<file path="config.mk">
export PLATFORM = sky130hd
export DESIGN_NAME = quiet_zone_span_detector_unit_flat
export DESIGN_NICKNAME = d
export VERILOG_FILES = /design/src/rtl/qzsd_pkg.sv /design/src/rtl/qzsd_stream_if.sv /design/src/rtl/quiet_zone_span_detector_unit.sv /design/src/rtl/qzsd_input_stage.sv /design/src/rtl/qzsd_zone_tracker.sv /design/src/rtl/qzsd_output_stage.sv /design/src/flat_wrapper.sv
export SDC_FILE = /design/constraint.sdc
export NUM_CORES = 1
export LEC_CHECK = 0
export BUFFER_PORTS_ARGS = -buffer_cell sky130_fd_sc_hd__clkbuf_2
export CAP_MARGIN = 20
export CORE_ASPECT_RATIO = 0.7
export CORE_MARGIN = 3
export CORE_UTILIZATION = 55
export CTS_CLUSTER_DIAMETER = 100
export CTS_CLUSTER_SIZE = 30
export DETAILED_ROUTE_END_ITERATION = 8
export PLACE_DENSITY = 0.74
export SLEW_MARGIN = 5
export SYNTH_ARGS = -nofsm -noshare
export SYNTH_HDL_FRONTEND = slang
export SYNTH_SLANG_ARGS = --single-unit
</file>
<file path="constraint.sdc">
create_clock -name clk -period 14.9 [get_ports clk]
set_input_delay 2.98 -clock clk [delete_from_list [all_inputs] [get_ports clk]]
set_output_delay 2.98 -clock clk [all_outputs]
set_load 0.01 [all_outputs]
</file>
<file path="src/rtl/qzsd_pkg.sv">
// Shared types and constants for the quiet zone span detector.
// No dependencies; every module and the bench import this package.
`default_nettype none

package qzsd_pkg;

    localparam int INDEX_W     = 16;
    localparam int X_W         = 32;
    localparam int CFG_INDEX_W = 1;
    localparam int CFG_DATA_W  = 32;

    // Stream length limit; sample indices saturate at min(MAX_SAMPLES-1, 65535).
    localparam longint unsigned MAX_SAMPLES = 64'd65536;
    localparam logic [INDEX_W-1:0] INDEX_CAP =
        ((MAX_SAMPLES - 64'd1) > 64'd65535) ? 16'hFFFF : 16'(MAX_SAMPLES - 64'd1);

    // Configuration register indexes
    localparam logic [CFG_INDEX_W-1:0] REG_SPAN_THRESHOLD = 1'd0;
    localparam logic [CFG_INDEX_W-1:0] REG_WIDEN_BY_ONE   = 1'd1;

    typedef struct packed {
        logic                  event_flag;
        logic signed [X_W-1:0] sample_x;
        logic                  final_sample;
    } sample_t;

    typedef struct packed {
        logic [INDEX_W-1:0] zone_first;
        logic [INDEX_W-1:0] zone_final;
    } zone_result_t;

    // Pipeline handshake between stages
    typedef struct packed {
        logic step;     // stage-1 transaction moves into the tracker this cycle
        logic advance;  // output register can take a new value this cycle
    } pipe_ctrl_t;

endpackage

`default_nettype wire

</file>
<file path="src/rtl/qzsd_stream_if.sv">
// Valid/ready stream channel carrying one payload per transaction.
// Payload type is a parameter; used with qzsd_pkg structs.
`default_nettype none

interface qzsd_stream_if #(parameter type payload_t = logic);
    logic     valid;
    logic     ready;
    payload_t payload;

    modport source (output valid, output payload, input ready);
    modport sink   (input valid, input payload, output ready);
endinterface

`default_nettype wire

</file>
<file path="src/rtl/quiet_zone_span_detector_unit.sv">
// Top level of the quiet zone span detector.
// Depends on qzsd_pkg, qzsd_stream_if and the qzsd_* stage modules.
`default_nettype none

// Quiet zone span detector. One sample transaction per cycle enters on
// "samples" (event_flag, sample_x in signed Q16.16, final_sample). A zone
// is a run of samples with event_flag low; it closes at the next flagged
// sample or at the final sample, and is reported on "zones" (zone_first,
// zone_final) when |x(last) - x(first)| is strictly greater than
// span_threshold (register 0, signed Q16.16, exact 33-bit compare). With
// widen_by_one (register 1) set, a reported zone grows by one sample each
// side, clamped to index 0 and not past the final sample or the index cap.
// Indices saturate at 65535. After a final sample the index restarts at 0;
// registers keep their values and must be written only while idle.
// Throughput is one sample per cycle while zones is not back-pressured. A
// result is loaded into the result register when its sample steps out of
// the input register, which a waiting result can hold back: one input register,
// then the span subtract/compare feeding the result register. A waiting result stalls
// the tracker but one more sample is still taken into the input register.
module quiet_zone_span_detector_unit
    import qzsd_pkg::*;
(
    input  wire logic                   clk,
    input  wire logic                   rst_n,
    input  wire logic                   cfg_write_en,
    input  wire logic [CFG_INDEX_W-1:0] cfg_index,
    input  wire logic [CFG_DATA_W-1:0]  cfg_data,
    qzsd_stream_if.sink                 samples,
    qzsd_stream_if.source               zones
);

    pipe_ctrl_t   ctrl;
    sample_t      sample;
    logic         advance;
    logic         result_valid;
    zone_result_t result;

    // Stage 1: accepted sample transaction
    qzsd_input_stage u_input (
        .clk     (clk),
        .rst_n   (rst_n),
        .samples (samples),
        .advance (advance),
        .ctrl    (ctrl),
        .sample  (sample)
    );

    // Zone state and span test
    qzsd_zone_tracker u_tracker (
        .clk          (clk),
        .rst_n        (rst_n),
        .cfg_write_en (cfg_write_en),
        .cfg_index    (cfg_index),
        .cfg_data     (cfg_data),
        .ctrl         (ctrl),
        .sample       (sample),
        .result_valid (result_valid),
        .result       (result)
    );

    // Stage 2: result register toward the consumer
    qzsd_output_stage u_output (
        .clk          (clk),
        .rst_n        (rst_n),
        .ctrl         (ctrl),
        .result_valid (result_valid),
        .result       (result),
        .zones        (zones),
        .advance      (advance)
    );

endmodule

`default_nettype wire

</file>
<file path="src/rtl/qzsd_input_stage.sv">
// Input register for sample transactions.
// Depends on qzsd_pkg and qzsd_stream_if.
`default_nettype none

module qzsd_input_stage
    import qzsd_pkg::*;
(
    input  wire logic   clk,
    input  wire logic   rst_n,
    qzsd_stream_if.sink samples,
    input  wire logic   advance,
    output pipe_ctrl_t  ctrl,
    output sample_t     sample
);

    logic    stage_valid_reg;
    logic    stage_valid_next;
    sample_t stage_payload_reg;
    logic    take;

    assign samples.ready = !stage_valid_reg || advance;
    assign take          = samples.valid && samples.ready;

    always_comb
    begin
        stage_valid_next = stage_valid_reg;
        if (samples.ready)
        begin
            stage_valid_next = samples.valid;
        end
    end

    always_ff @(posedge clk or negedge rst_n)
    begin
        if (!rst_n)
        begin
            stage_valid_reg <= 1'b0;
        end
        else
        begin
            stage_valid_reg <= stage_valid_next;
        end
    end

    always_ff @(posedge clk)
    begin
        if (take)
        begin
            stage_payload_reg <= samples.payload;
        end
    end

    assign ctrl.step    = stage_valid_reg && advance;
    assign ctrl.advance = advance;
    assign sample       = stage_payload_reg;

endmodule

`default_nettype wire

</file>
<file path="src/rtl/qzsd_zone_tracker.sv">
// Zone state, configuration registers and the close/report decision.
// Depends on qzsd_pkg.
`default_nettype none

module qzsd_zone_tracker
    import qzsd_pkg::*;
(
    input  wire logic                   clk,
    input  wire logic                   rst_n,
    input  wire logic                   cfg_write_en,
    input  wire logic [CFG_INDEX_W-1:0] cfg_index,
    input  wire logic [CFG_DATA_W-1:0]  cfg_data,
    input  wire pipe_ctrl_t             ctrl,
    input  wire sample_t                sample,
    output logic                        result_valid,
    output zone_result_t                result
);

    logic signed [X_W-1:0] span_threshold_reg;
    logic                  widen_by_one_reg;

    logic                  in_zone_reg,          in_zone_next;
    logic [INDEX_W-1:0]    zone_begin_index_reg, zone_begin_index_next;
    logic [X_W-1:0]        zone_begin_x_reg,     zone_begin_x_next;
    logic [X_W-1:0]        previous_x_reg,       previous_x_next;
    logic [INDEX_W-1:0]    position_reg,         position_next;

    logic                  close_req;
    logic                  at_end;
    logic [INDEX_W-1:0]    first_idx;
    logic [INDEX_W-1:0]    last_idx;
    logic [INDEX_W-1:0]    flag_last;
    logic [X_W-1:0]        first_x;
    logic [X_W-1:0]        last_x;
    logic [X_W:0]          diff;
    logic [X_W:0]          abs_diff;
    logic                  keep;

    // Configuration
    always_ff @(posedge clk or negedge rst_n)
    begin
        if (!rst_n)
        begin
            span_threshold_reg <= '0;
            widen_by_one_reg   <= 1'b0;
        end
        else if (cfg_write_en)
        begin
            case (cfg_index)
                REG_SPAN_THRESHOLD: span_threshold_reg <= cfg_data;
                REG_WIDEN_BY_ONE:   widen_by_one_reg   <= cfg_data[0];
                default:            ;
            endcase
        end
    end

    // Close decision. A flagged sample closes the open zone at the previous
    // index; a quiet final sample closes the zone (possibly just opened) at itself.
    always_comb
    begin
        flag_last = (position_reg != '0) ? position_reg - 16'd1 : '0;
        if (flag_last < zone_begin_index_reg)
        begin
            flag_last = zone_begin_index_reg;
        end

        at_end = !sample.event_flag;
        if (sample.event_flag)
        begin
            close_req = in_zone_reg;
            first_idx = zone_begin_index_reg;
            first_x   = zone_begin_x_reg;
            last_idx  = flag_last;
            last_x    = previous_x_reg;
        end
        else
        begin
            close_req = sample.final_sample;
            first_idx = in_zone_reg ? zone_begin_index_reg : position_reg;
            first_x   = in_zone_reg ? zone_begin_x_reg : sample.sample_x;
            last_idx  = position_reg;
            last_x    = sample.sample_x;
        end

        // 33-bit exact span
        diff     = {last_x[X_W-1], last_x} - {first_x[X_W-1], first_x};
        abs_diff = diff[X_W] ? (~diff + 33'd1) : diff;
        keep     = span_threshold_reg[X_W-1] ||
                   (abs_diff > {1'b0, span_threshold_reg});

        if (widen_by_one_reg)
        begin
            if (first_idx != '0)
            begin
                first_idx = first_idx - 16'd1;
            end
            if (!at_end && (last_idx < INDEX_CAP))
            begin
                last_idx = last_idx + 16'd1;
            end
        end

        result_valid      = ctrl.step && close_req && keep;
        result.zone_first = first_idx;
        result.zone_final = last_idx;
    end

    // State update
    always_comb
    begin
        in_zone_next          = in_zone_reg;
        zone_begin_index_next = zone_begin_index_reg;
        zone_begin_x_next     = zone_begin_x_reg;
        previous_x_next       = previous_x_reg;
        position_next         = position_reg;

        if (ctrl.step)
        begin
            if (sample.event_flag)
            begin
                in_zone_next = 1'b0;
            end
            else
            begin
                if (!in_zone_reg)
                begin
                    zone_begin_index_next = position_reg;
                    zone_begin_x_next     = sample.sample_x;
                end
                in_zone_next    = 1'b1;
                previous_x_next = sample.sample_x;
            end

            if (sample.final_sample)
            begin
                position_next = '0;
                in_zone_next  = 1'b0;
            end
            else if (position_reg < INDEX_CAP)
            begin
                position_next = position_reg + 16'd1;
            end
        end
    end

    always_ff @(posedge clk or negedge rst_n)
    begin
        if (!rst_n)
        begin
            in_zone_reg          <= 1'b0;
            zone_begin_index_reg <= '0;
            zone_begin_x_reg     <= '0;
            previous_x_reg       <= '0;
            position_reg         <= '0;
        end
        else
        begin
            in_zone_reg          <= in_zone_next;
            zone_begin_index_reg <= zone_begin_index_next;
            zone_begin_x_reg     <= zone_begin_x_next;
            previous_x_reg       <= previous_x_next;
            position_reg         <= position_next;
        end
    end

    a_zone_ordered: assert property (@(posedge clk) disable iff (!rst_n)
        result_valid |-> (result.zone_first <= result.zone_final))
        else $error("reported zone has first index past final index");

    a_position_capped: assert property (@(posedge clk) disable iff (!rst_n)
        position_reg <= INDEX_CAP)
        else $error("sample index ran past its cap");

    a_stream_restart: assert property (@(posedge clk) disable iff (!rst_n)
        (ctrl.step && sample.final_sample) |=> (position_reg == '0) && !in_zone_reg)
        else $error("stream state not cleared after final sample");

    a_begin_not_ahead: assert property (@(posedge clk) disable iff (!rst_n)
        in_zone_reg |-> (zone_begin_index_reg <= position_reg))
        else $error("open zone starts after current position");

endmodule

`default_nettype wire

</file>
<file path="src/rtl/qzsd_output_stage.sv">
// Result register driving the zone output channel.
// Depends on qzsd_pkg and qzsd_stream_if.
`default_nettype none

module qzsd_output_stage
    import qzsd_pkg::*;
(
    input  wire logic         clk,
    input  wire logic         rst_n,
    input  wire pipe_ctrl_t   ctrl,
    input  wire logic         result_valid,
    input  wire zone_result_t result,
    qzsd_stream_if.source     zones,
    output logic              advance
);

    logic         out_valid_reg;
    logic         out_valid_next;
    zone_result_t out_payload_reg;

    assign advance = !out_valid_reg || zones.ready;

    always_comb
    begin
        out_valid_next = out_valid_reg;
        if (ctrl.advance)
        begin
            out_valid_next = result_valid;
        end
    end

    always_ff @(posedge clk or negedge rst_n)
    begin
        if (!rst_n)
        begin
            out_valid_reg <= 1'b0;
        end
        else
        begin
            out_valid_reg <= out_valid_next;
        end
    end

    always_ff @(posedge clk)
    begin
        if (result_valid)
        begin
            out_payload_reg <= result;
        end
    end

    assign zones.valid   = out_valid_reg;
    assign zones.payload = out_payload_reg;

endmodule

`default_nettype wire

</file>
<file path="src/flat_wrapper.sv">
// flat-port wrapper written by rule: the top's interface ports become plain ports
module quiet_zone_span_detector_unit_flat import qzsd_pkg::*;
  (clk, rst_n, cfg_write_en, cfg_index, cfg_data, samples_valid, samples_payload, samples_ready, zones_valid, zones_payload, zones_ready);
  qzsd_stream_if #(.payload_t(sample_t)) samples_i ();
  qzsd_stream_if #(.payload_t(zone_result_t)) zones_i ();
  input  wire logic clk;
  input  wire logic rst_n;
  input  wire logic cfg_write_en;
  input  wire logic [CFG_INDEX_W-1:0] cfg_index;
  input  wire logic [CFG_DATA_W-1:0] cfg_data;
  input wire logic [$bits(samples_i.valid)-1:0] samples_valid;
  input wire logic [$bits(samples_i.payload)-1:0] samples_payload;
  output wire logic [$bits(samples_i.ready)-1:0] samples_ready;
  output wire logic [$bits(zones_i.valid)-1:0] zones_valid;
  output wire logic [$bits(zones_i.payload)-1:0] zones_payload;
  input wire logic [$bits(zones_i.ready)-1:0] zones_ready;
  assign samples_i.valid = samples_valid;
  assign samples_i.payload = samples_payload;
  assign samples_ready = samples_i.ready;
  assign zones_valid = zones_i.valid;
  assign zones_payload = zones_i.payload;
  assign zones_i.ready = zones_ready;
  quiet_zone_span_detector_unit u_core (.clk(clk), .rst_n(rst_n), .cfg_write_en(cfg_write_en), .cfg_index(cfg_index), .cfg_data(cfg_data), .samples(samples_i), .zones(zones_i));
endmodule
</file>
### Word-level counts from Yosys, hierarchy flattened

Index checks and enable logic that the tools add are counted.

| storage, ports and cells | value |
|---|---|
| bits in registers | 198 |
| input port bits | 72 |
| logic and storage cells | 60 |

| operators by class | value |
|---|---|
| $add $sub $neg | 6 |
| magnitude comparators | 4 |
| mux-type cells | 18 |
| bitwise gates (word level) | 2 |
| reduce and logical (&&, ||, !) cells | 16 |

Operators by type and width:

| operator | count |
|---|---|
| $mux W16 | 11 |
| $mux W32 | 3 |
| $add A33 B1 Y33 const B | 1 |
| $gt A33 B32 Y1 | 1 |
| $mux W33 | 1 |
| $not A33 Y33 | 1 |
| $sub A32 B32 Y33 | 1 |
| $add A16 B1 Y16 const B | 2 |
| $lt A16 B16 Y1 const B | 2 |
| $reduce_bool A16 Y1 | 2 |
| $sub A16 B1 Y16 const B | 2 |
| $lt A16 B16 Y1 | 1 |
| $reduce_and A2 Y1 | 3 |
| $logic_and A1 B1 Y1 | 5 |
| $logic_or A1 B1 Y1 | 3 |
| $mux W1 | 3 |
| $logic_not A1 Y1 | 2 |
| $reduce_bool A2 Y1 | 1 |
| $not A1 Y1 | 1 |

### Longest topological paths before layout

Gate-level depths: netlist (run 1).

| logic depth | value |
|---|---|
| word-level depth | 9 |
| depth in mapped cells | 30 |

### Modules after synthesis

Synthesis (run 1) repeated with hierarchy kept, for this count alone.

| unflattened totals | value |
|---|---|
| cells, all modules | 1434 |
| area, all modules | 13500.4 µm² |

Modules (own cells, without submodules):

| module | times used | cells an instance | area each (µm²) | sequential area each (µm²) |
|---|---|---|---|---|
| qzsd_zone_tracker | 1 | 1359 | 11404.7 | 3253.1 |
| qzsd_input_stage | 1 | 40 | 1088.5 | 1046.0 |
| qzsd_output_stage | 1 | 35 | 1007.2 | 985.9 |

### Worst setup path after synthesis (run 1)

Ideal clock, no wire load.

| path | value |
|---|---|
| path kind | flip-flop to flip-flop |
| start | register u_core.u_input.stage_payload_reg, in the netlist u_core.u_input.sample[33] |
| end | register u_core.u_output.out_payload_reg, in the netlist u_core.u_output.zones.payload[0] (enable) |
| arrival time | 6.979 ns |
| data required time | 14.580 ns |
| setup slack | 7.601 ns |
| cell stages (with the launch flop) | 26 |
| path buffers | 6 |
| period minus slack after synthesis | 7.299 ns |
| cells stage by stage | edfxtp_1 clkbuf_1 clkbuf_1 clkbuf_1 clkbuf_1 clkbuf_1 mux2_2 ha_1 buf_6 a2111o_1 nand2b_4 o21ai_2 xor2_1 nand4_1 nor4b_2 or4b_1 nand4b_1 o31a_1 xor2_1 ha_1 nand4_1 or4_1 o21ai_0 a21oi_1 o31a_1 a31o_2 |

| between the ends | value |
|---|---|
| word-level cells in the longest chain between the ends | 8 |

Ends and longest elaborated chain:

| element | line | RTL |
|---|---|---|
| start: declaration | qzsd_input_stage.sv:18 | `sample_t stage_payload_reg;` |
| start signal: assignment | qzsd_input_stage.sv:49 | `stage_payload_reg <= samples.payload;` |
| $mux W32 * | qzsd_zone_tracker.sv:68 | `if (sample.event_flag)` |
| named net u_core.u_tracker.last_x[4] | qzsd_zone_tracker.sv:34 | `logic [X_W-1:0] last_x;` |
| $sub A32 B32 Y33 * | qzsd_zone_tracker.sv:86 | `diff = {last_x[X_W-1], last_x} - {first_x[X_W-1], first_x};` |
| $not A33 Y33 | qzsd_zone_tracker.sv:87 | `abs_diff = diff[X_W] ? (~diff + 33'd1) : diff;` |
| $add A33 B1 Y33 | qzsd_zone_tracker.sv:87 |  |
| $mux W33 * | qzsd_zone_tracker.sv:87 |  |
| $gt A33 B32 Y1 * | qzsd_zone_tracker.sv:89 | `(abs_diff > {1'b0, span_threshold_reg});` |
| $logic_or A1 B1 Y1 * | qzsd_zone_tracker.sv:88 | `keep = span_threshold_reg[X_W-1] \|\|` |
| $logic_and A1 B1 Y1 * | qzsd_zone_tracker.sv:103 | `result_valid = ctrl.step && close_req && keep;` |
| named net u_core.result_valid | quiet_zone_span_detector_unit.sv:35 | `logic result_valid;` |
| end signal: assignment | qzsd_output_stage.sv:48 | `out_payload_reg <= result;` |
| end: declaration | qzsd_output_stage.sv:19 | `zone_result_t out_payload_reg;` |

Mark *: on every way through the listed nets, which the timed path passes. The rest lies on a longest branch.
A chain may end at the register's enable or synchronous reset.

### Worst setup path after layout (run 1)

Ends and elaborated chain as after synthesis.

==> impl_metrics.yaml, run 1 <==
global_routing:
  grt_overflow: 0
  grt_pass1_wl_um: 56260
  grt_max_degree: 108
  antenna_found_initial: 0
  track_usage_pct: 27.14
  grt_pass1_vias: 10490
logic_synthesis:
  synth_largest_area_cell: "dfrtp_1"
  async_flop_share_pct: 66.67
  ys_seq_elements: 198
  ys_types: 84
  syn_avg_cell_area_um2: 9.124
  ys_warn_count: 0
  synth-edff-count: 66
  synth.top_cell.area_share_pct: 24.58
  synthTopCellsByArea: "dfrtp_1 25%, edfxtp_1 15%, ha_1 8.0%, nand2_1 7.2%, xnor2_1 4.7%"
  netlist_area_mm2: 0.01344
  syn_inst: 1473
  seq_area_frac_synth_pct: 39.33
  synth_nets: 1632
  synth-main-ff-cell: "dfrtp_1"
timing:
  slew_viol_final: 0
  setup_viol: 0
  skew_ps: 18.63
  worstMarginPinSlew_ps: 1009
  final-hold-violation-count: 0
  finalCritPeriodShare_pct: 51.96
  hold_ws_ps: 474.9
  max_slew_margin_pct: 32.72
  fmax_ghz: 0.1292
  rsz0062_at_grt: "false"
  min_period_ps: 7741
  layout_setup_ws_ps: 7159
  setup_tns_ps: 0
final_layout:
  layout_commonest_cell: "nand2_1"
  postLayoutCellArea_mm2: 0.01478
  fin_nets: 1693
  utilization_pct: 62.04
  fill_cells: 2039
  area_delta_synth_final_pct: 9.943
  drive_above_1_share_pct: 14.61
  fin_cells: 1865
  largest_reg_flops: 34
  antenna_cells: 0
  mostFrequentLayoutCells: "256 x nand2_1, 132 x dfrtp_1, 118 x o21ai_0"
pwr:
  power.total_mw: 3.379
  p_leak_nw: 6.488
  peakVddDrop_v: 0.0001144
  power_density_mw_per_mm2: 228.7
critical_path:
  path_class: "reg -> reg"
  ff2ff_path_depth: 21
  reg2reg_to: "u_core.u_output.zones.payload[0]"
  critPathArrivalTime_ps: 7810
  worstPathRequired_ps: 14970
  path_max_fanout: 34
  setup.worst_path.end_class: "register"
  start_kind: "register"
  r2r-start: "u_core.u_input.sample[33]"
  r2r_slack_ps: 7160
place:
  io_buffers: 105
  place_congestion: 0.9739
  numPlacedInstances: 1832
  dpl_cell_area_mm2: 0.01415
  post-place-ws_ps: 7362
  place_hpwl_um: 26250
cts:
  cts_setup_buffers: 0
  clock_latency_ps: 460
  ctsHoldBuffers: 0
  cts-resized-gates: 0
  numCtsBuffers: 17
  clk_pin_slew_ps: 70
  clock-sinks: 198
  cts_tree: "built"
  cts_max_level: 4
  cts_root_buf: "clkbuf_16"
  clockBufferDepth: 2
floorplanning:
  die_area_mm2: 0.02638
  die_h_um: 136.8
  die_x_um: 192.8
  fp.coreArea_mm2: 0.02382
  rows: 47
  ios: 106
  start_util_pct: 56.43
route:
  via_count: 11350
  drtPass1Iterations: 6
  dr.first_iter.drc_count: 1311
  drt.antenna.violating_nets: 0
  vias_per_cell: 6.086
  wire_per_inst_um: 19.15
  routed_wirelength_um: 35720
  drc: 0
worst_hold_path:
  hold_depth: 2
  min-delay-start: "u_core.u_tracker.previous_x_reg[3]"
  hold_class: "reg -> reg"
  min_to: "u_core.u_tracker.previous_x_reg[3]"
status:
  outcome: "finished clean"
run:
  maxCapViolCount: 0
per-layer routing:
metal | wire [um] | global-route usage (%) | vias to the layer above | share of wire [%]
met5 | 0 | 0 | - | 0
met4 | 461 | 5.782 | 0 | 1.3
met3 | 3609 | 7.424 | 41 | 10
met2 | 14320 | 36.93 | 537 | 40
met1 | 17330 | 42.59 | 5394 | 49
li1 | - | - | 5378 | -
Yosys cell counts (7+ instances only):
cell type / number
nand2_1: 257
dfrtp_1: 132
o21ai_0: 118
ha_1: 86
xnor2_1: 72
inv_1: 67
nor2_1: 67
edfxtp_1: 66
a21oi_1: 61
mux2i_1: 57
clkbuf_1: 55
mux2_2: 42
xor2_1: 39
nor3_1: 37
nand4_1: 33
nand3_1: 32
a21o_1: 22
o31ai_1: 17
nor2b_1: 16
nand2b_1: 13
nor4_1: 13
buf_1: 11
or3_1: 11
o21a_1: 9
a31oi_1: 8
and3_1: 7
power breakdown:
part / internal (mW) / total [mW] / switching (mW) / leakage [nW]
registers: 0.716 / 0.800 / 0.0834 / 2.32
logic: 0.836 / 2.10 / 1.26 / 3.88
clock network: 0.241 / 0.479 / 0.238 / 0.296
cell families after synthesis:
logic type                 synth area share (%)
AOI/OAI and AO/OA                         14.02
DFF                                       39.33
buffers and inverters                     4.115
xor gates and xnor gates                  7.234
and+or+nand+nor                           19.27
adders and majority gates                 8.156
muxes                                     7.876
layout make-up:
| cell class | count | area, um2 | area share [%] |
|---|---|---|---|
| clock buffer | 17 | 425.4 | 2.879 |
| clock inverter | 15 | 180.2 | 1.219 |
| inverter | 67 | 251.5 | 1.702 |
| multi-input combinational | 1135 | 7620 | 51.57 |
| sequential | 198 | 5285 | 35.77 |
| tap | 318 | 397.9 | 2.693 |
| timing repair buffer | 115 | 615.6 | 4.166 |
worst max path at each step:
stage	startpoint	endpoint	slack [ps]	depth (start not counted)
4_1_cts	u_core.u_input.sample[33]	u_core.u_output.zones.payload[0]	7310	21
5_1_grt	u_core.u_input.sample[33]	u_core.u_output.zones.payload[1]	6690	22
6_report	u_core.u_input.sample[33]	u_core.u_output.zones.payload[0]	7160	21
2_1_floorplan	u_core.u_input.sample[33]	u_core.u_output.zones.payload[0]	7600	25
3_3_place_gp	u_core.u_input.sample[33]	u_core.u_output.zones.payload[0]	7460	20
3_5_place_dp	u_core.u_input.sample[33]	u_core.u_output.zones.payload[0]	7360	20
critical path, stage by stage, from the launching register on:
cell,delay [ps]
edfxtp_1,320
buf_4,330
buf_4,520
mux2_2,410
ha_1,410
a2111o_1,520
nand2b_4,170
o21ai_2,220
xor2_1,260
nand4_1,200
nor4b_2,520
nor4b_1,620
nand2_1,180
o31ai_1,340
xnor2_1,130
ha_1,300
nand4_1,130
nor4_1,380
nand4_1,250
nor2_1,190
o31a_1,170
a31o_2,740
(Power assumes the default switching activity.)
==> inputs of run 2 (changes only) <==
PLACE_DENSITY = 0.77   (was 0.74)
clock period = 6.9 ns   (was 14.9 ns; I/O delays follow)
==> run 2 against run 1 <==
  * Sequential share of layout area decreased by 0.76 points
  * Hold slack got worse by 3.1 ps
  * Total power increased by 120%
  * Combinational power increased by 120%
  * Clock power increased by 120%
  * Via count decreased by 0.37%
  * Critical path depth unchanged
  * Design area increased by 2.2%
  * Final cell count increased by 1.8%
  * Sequential cell count unchanged
  * Clock skew decreased by 2.3 ps
==> impl_metrics.yaml, run 2 (synthesized netlist as in run 1, its figures left out) <==
status:
  outcome: "finished clean"
timing:
  setup_viol: 0
  fmax_ghz: 0.1544
  skew_ps: 16.34
  max_slew_margin_pct: 34.24
  final-hold-violation-count: 0
  slew_viol_final: 0
  finalCritPeriodShare_pct: 93.84
  layout_setup_ws_ps: 425.0
  setup_tns_ps: 0
  worstMarginPinSlew_ps: 986.5
  min_period_ps: 6475
floorplanning:
  fp.coreArea_mm2: 0.02382
  die_h_um: 136.8
  die_area_mm2: 0.02638
  ios: 106
  rows: 47
  die_x_um: 192.8
  start_util_pct: 56.43
global_routing:
  grt_overflow: 0
  grt_max_degree: 103
  grt_pass1_vias: 10590
  antenna_found_initial: 0
  track_usage_pct: 27.60
  grt_pass1_wl_um: 57150
critical_path:
  path_class: "reg -> reg"
  r2r-start: "u_core.u_input.sample[33]"
  start_kind: "register"
  critPathArrivalTime_ps: 6620
  worstPathRequired_ps: 7040
  reg2reg_to: "u_core.u_output.zones.payload[1]"
  path_max_fanout: 32
  r2r_slack_ps: 420
  ff2ff_path_depth: 21
  setup.worst_path.end_class: "register"
cts:
  cts_tree: "built"
  clk_pin_slew_ps: 70
  clockBufferDepth: 2
  clock_latency_ps: 450
  cts_root_buf: "clkbuf_16"
  numCtsBuffers: 17
  cts_max_level: 4
  ctsHoldBuffers: 0
  clock-sinks: 198
route:
  wire_per_inst_um: 18.88
  via_count: 11310
  drt.antenna.violating_nets: 0
  dr.first_iter.drc_count: 1116
  drc: 0
  drtPass1Iterations: 6
  vias_per_cell: 5.955
  routed_wirelength_um: 35850
run:
  maxCapViolCount: 0
place:
  place_hpwl_um: 26800
  io_buffers: 105
  post-place-ws_ps: 149.3
  place_congestion: 0.9981
final_layout:
  mostFrequentLayoutCells: "256 x nand2_1, 132 x dfrtp_1, 118 x o21ai_0"
  largest_reg_flops: 34
  layout_commonest_cell: "nand2_1"
  fin_nets: 1727
  fill_cells: 1988
  drive_above_1_share_pct: 16.51
  area_delta_synth_final_pct: 12.33
  antenna_cells: 0
worst_hold_path:
  min_to: "u_core.u_tracker.previous_x_reg[22]"
  min-delay-start: "u_core.u_tracker.previous_x_reg[22]"
  hold_depth: 2
  hold_class: "reg -> reg"
pwr:
  peakVddDrop_v: 0.0002781
  power_density_mw_per_mm2: 498.0
  p_leak_nw: 6.677
[run 2: where the power goes]
part | leakage, nW | switching [mW] | total, mW | internal (mW)
clock | 0.304 | 0.481 | 1.07 | 0.593
combinational | 4.06 | 2.76 | 4.71 | 1.95
sequential | 2.32 | 0.184 | 1.73 | 1.55
total | 6.68 | 3.43 | 7.52 | 4.09
[run 2: how the worst max path moves through the flow]
| stage | from | endpoint | slack [ps] |
|---|---|---|---|
| final | u_core.u_input.sample[33] | u_core.u_output.zones.payload[1] | 420 |
| after global routing | u_core.u_input.sample[33] | u_core.u_output.zones.payload[1] | -3 |
| after floorplan | u_core.u_input.sample[33] | u_core.u_output.zones.payload[0] | 2 |
| after global placement | u_core.u_input.sample[33] | u_core.u_output.zones.payload[0] | 290 |
| after detailed placement | u_core.u_input.sample[33] | u_core.u_output.zones.payload[1] | 150 |
| after CTS | u_core.u_input.sample[33] | u_core.u_output.zones.payload[1] | 130 |
[run 2: repair_timing]
action / 4_1_cts / 5_1_grt
resized for setup: 0 / 5
setup endpoints to repair: 0 / 33
buffers inserted: 0 / 2
[run 2: layout make-up]
type                    instances  area, um2  area share, %
multi-input cells            1135       7640          50.61
flip-flops and latches        198       5285          35.01
repair buffers                149      894.6          5.926
clock buffers                  21      491.7          3.257
well taps                     318      397.9          2.636
inverters                      67      251.5          1.666
clock inverters                11      135.1         0.8952
[run 2: worst max-delay path, cell delays in order (launching register included)]
cell and delay [ps]:
edfxtp_1 470, buf_4 260, buf_12 180, mux2_2 360
ha_1 370, nand2_1 140, nor4_1 430, o211ai_1 150
o21ai_1 430, or4_1 180, nand4_1 100, or3_1 390
or3b_2 510, o41ai_1 390, xnor2_1 120, ha_1 300
nand4_1 90, or4_1 500, o21ai_0 170, a21oi_1 60
o31a_1 150, a31o_4 370
[run 2: layer usage]
layer / vias up / part of all wire, % / global-route usage, %
met2: 419 / 40 / 37.31
met1: 5445 / 49 / 43.20
met3: 22 / 10 / 8.397
met5: - / 0 / 0
li1: 5422 / - / -
met4: 0 / 0.97 / 5.257
[run 2: metrics by stage]
stage | power (mW) | utilization [%] | std cells | hold slack, ps | cell area, um2
detailed placement | 6.340 | 60.47 | 1864 | 457.1 | 14400
global route | 8.128 | 63.38 | 1899 | 489.4 | 15100
CTS | 7.446 | 63.10 | 1896 | 474.6 | 15030
floorplan | 5.090 | - | 1473 | 440.1 | 13450
finish | 7.518 | 63.38 | 1899 | 471.8 | 15100
global placement | 6.228 | 60.47 | 1864 | 451.8 | 14400
==> inputs of run 3 (changes only) <==
CTS_BUF_LIST = sky130_fd_sc_hd__clkbuf_16   (was default)
==> run 3 against run 2 <==
  * Non-clock buffer count unchanged
  * Via count rose by 0.15%
  * Largest cell class unchanged
  * Total power decreased by 0.50%
  * Fmax is essentially flat
  * Sequential power about the same
  * Clock power about the same
  * Critical endpoint unchanged
  * Clock-buffer cell count decreased by 3
  * Sequential cell count unchanged
  * Core utilization decreased by 0.13 points
  * Sequential share of layout area increased by 0.070 points
  * Final cell count is the same
  * Largest power group unchanged
  * First-iteration DRC count down 1.6%
==> impl_metrics.yaml, run 3 (synthesized netlist as in run 1, its figures left out) <==
timing:
  setup_viol: 0
  max_slew_margin_pct: 34.74
  finalCritPeriodShare_pct: 93.76
  hold_ws_ps: 471.3
  min_period_ps: 6469
  fmax_ghz: 0.1546
  rsz0062_at_grt: "false"
  setup_tns_ps: 0
  final-hold-violation-count: 0
  slew_viol_final: 0
  skew_ps: 18.17
  worstMarginPinSlew_ps: 978.8
critical_path:
  worstPathRequired_ps: 7040
  crit_path_start: "u_core.u_input.sample[33]"
  start_kind: "register"
  path_class: "reg -> reg"
  critPathArrivalTime_ps: 6610
  r2r-start: "u_core.u_input.sample[33]"
  setup.worst_path.end_class: "register"
  path_max_fanout: 32
final_layout:
  multi_input_area_mm2: 0.007640
  drive_above_1_share_pct: 16.32
  layout_commonest_cell: "nand2_1"
  largest_reg_flops: 34
  mostFrequentLayoutCells: "256 x nand2_1, 132 x dfrtp_1, 118 x o21ai_0"
  fin_nets: 1727
  antenna_cells: 0
  fill_cells: 1997
  seqCellArea_mm2: 0.005285
  utilization_pct: 63.26
  area_delta_synth_final_pct: 12.10
cts:
  clockBufferDepth: 2
  clock-sinks: 198
  cts_tree: "built"
  numCtsBuffers: 17
  cts_max_level: 4
  clk_pin_slew_ps: 70
  cts_root_buf: "clkbuf_16"
  clock_latency_ps: 460
global_routing:
  grt_max_degree: 103
  grt_overflow: 0
  antenna_found_initial: 0
  track_usage_pct: 27.54
  grt_pass1_vias: 10570
  grt_pass1_wl_um: 57090
floorplanning:
  rows: 47
  die_h_um: 136.8
  fp.coreArea_mm2: 0.02382
  ios: 106
  die_x_um: 192.8
  start_util_pct: 56.43
  die_area_mm2: 0.02638
route:
  drt.antenna.violating_nets: 0
  drtPass1Iterations: 5
  vias_per_cell: 5.964
  wire_per_inst_um: 18.82
  drc: 0
  routed_wirelength_um: 35750
  dr.first_iter.drc_count: 1098
  via_count: 11330
pwr:
  power_density_mw_per_mm2: 496.6
  power.total_mw: 7.481
  peakVddDrop_v: 0.0002770
  p_leak_nw: 6.660
worst_hold_path:
  hold_class: "reg -> reg"
  min-delay-start: "u_core.u_tracker.previous_x_reg[22]"
place:
  place_congestion: 0.9981
  io_buffers: 105
  place_hpwl_um: 26800
status:
  outcome: "finished clean"
run:
  maxCapViolCount: 0
run 3: worst max-delay path: stages (launching register included):
cell      delay, ps
edfxtp_1        470
buf_4           260
buf_12          180
mux2_2          350
ha_1            370
nand2_1         140
nor4_1          430
o211ai_1        150
o21ai_1         420
or4_1           180
nand4_1         100
or3_1           390
or3b_2          510
o41ai_1         390
xnor2_1         130
ha_1            310
nand4_1          90
or4_1           500
o21ai_0         170
a21oi_1          60
o31a_1          150
a31o_4          370
run 3: metal layers:
| layer | track usage [%] | vias to the layer above | wire length (um) |
|---|---|---|---|
| met5 | 0 | - | 0 |
| met4 | 5.257 | 0 | 380 |
| met3 | 8.397 | 30 | 3618 |
| met2 | 37.13 | 426 | 14180 |
| met1 | 43.18 | 5440 | 17570 |
| li1 | - | 5429 | - |
run 3: report_power, final:
| group | total [mW] | switching (mW) | internal [mW] | leakage, nW |
|---|---|---|---|---|
| sequential | 1.73 | 0.185 | 1.55 | 2.32 |
| combinational | 4.71 | 2.75 | 1.95 | 4.06 |
| clock | 1.04 | 0.483 | 0.560 | 0.287 |
run 3: area by class of cell:
class                           count  share of cell area [%]
Clock buffer                       18                   2.990
Clock inverter                     14                  0.9717
Inverter                           67                   1.669
Multi-Input combinational cell   1135                   50.71
Sequential cell                   198                   35.08
Tap cell                          318                   2.641
Timing Repair Buffer              149                   5.938
run 3: what timing repair did:
| item | in CTS | in global routing |
|---|---|---|
| hold buffers | 0 | 0 |
| endpoints found under the setup margin | 0 | 33 |
| setup buffers | 0 | 2 |
| gates resized for setup | 0 | 5 |
run 3: through the flow:
step | std cells | setup WS [ps] | instance area [um2]
finish | 1899 | 430.7 | 15070
global route | 1899 | 1.957 | 15070
CTS | 1896 | 120.6 | 15000
detailed placement | 1864 | 149.3 | 14400
global placement | 1864 | 289.7 | 14400
floorplan | 1473 | 2.477 | 13450
run 3: final timing paths:
check / endpoint / slack [ps] / cells after the start
hold / removal: u_core.u_tracker.previous_x_reg[22] / 470 / 2
min in group asynchronous: u_core.u_tracker.span_threshold_reg[23] / 990 / 1
setup / recovery: u_core.u_output.zones.payload[1] / 430 / 21
max in group asynchronous: u_core.u_tracker.zone_begin_x_reg[7] / 4430 / 2
hold reg to reg: u_core.u_tracker.previous_x_reg[22] / 470 / 2
setup reg to reg: u_core.u_output.zones.payload[1] / 430 / 21
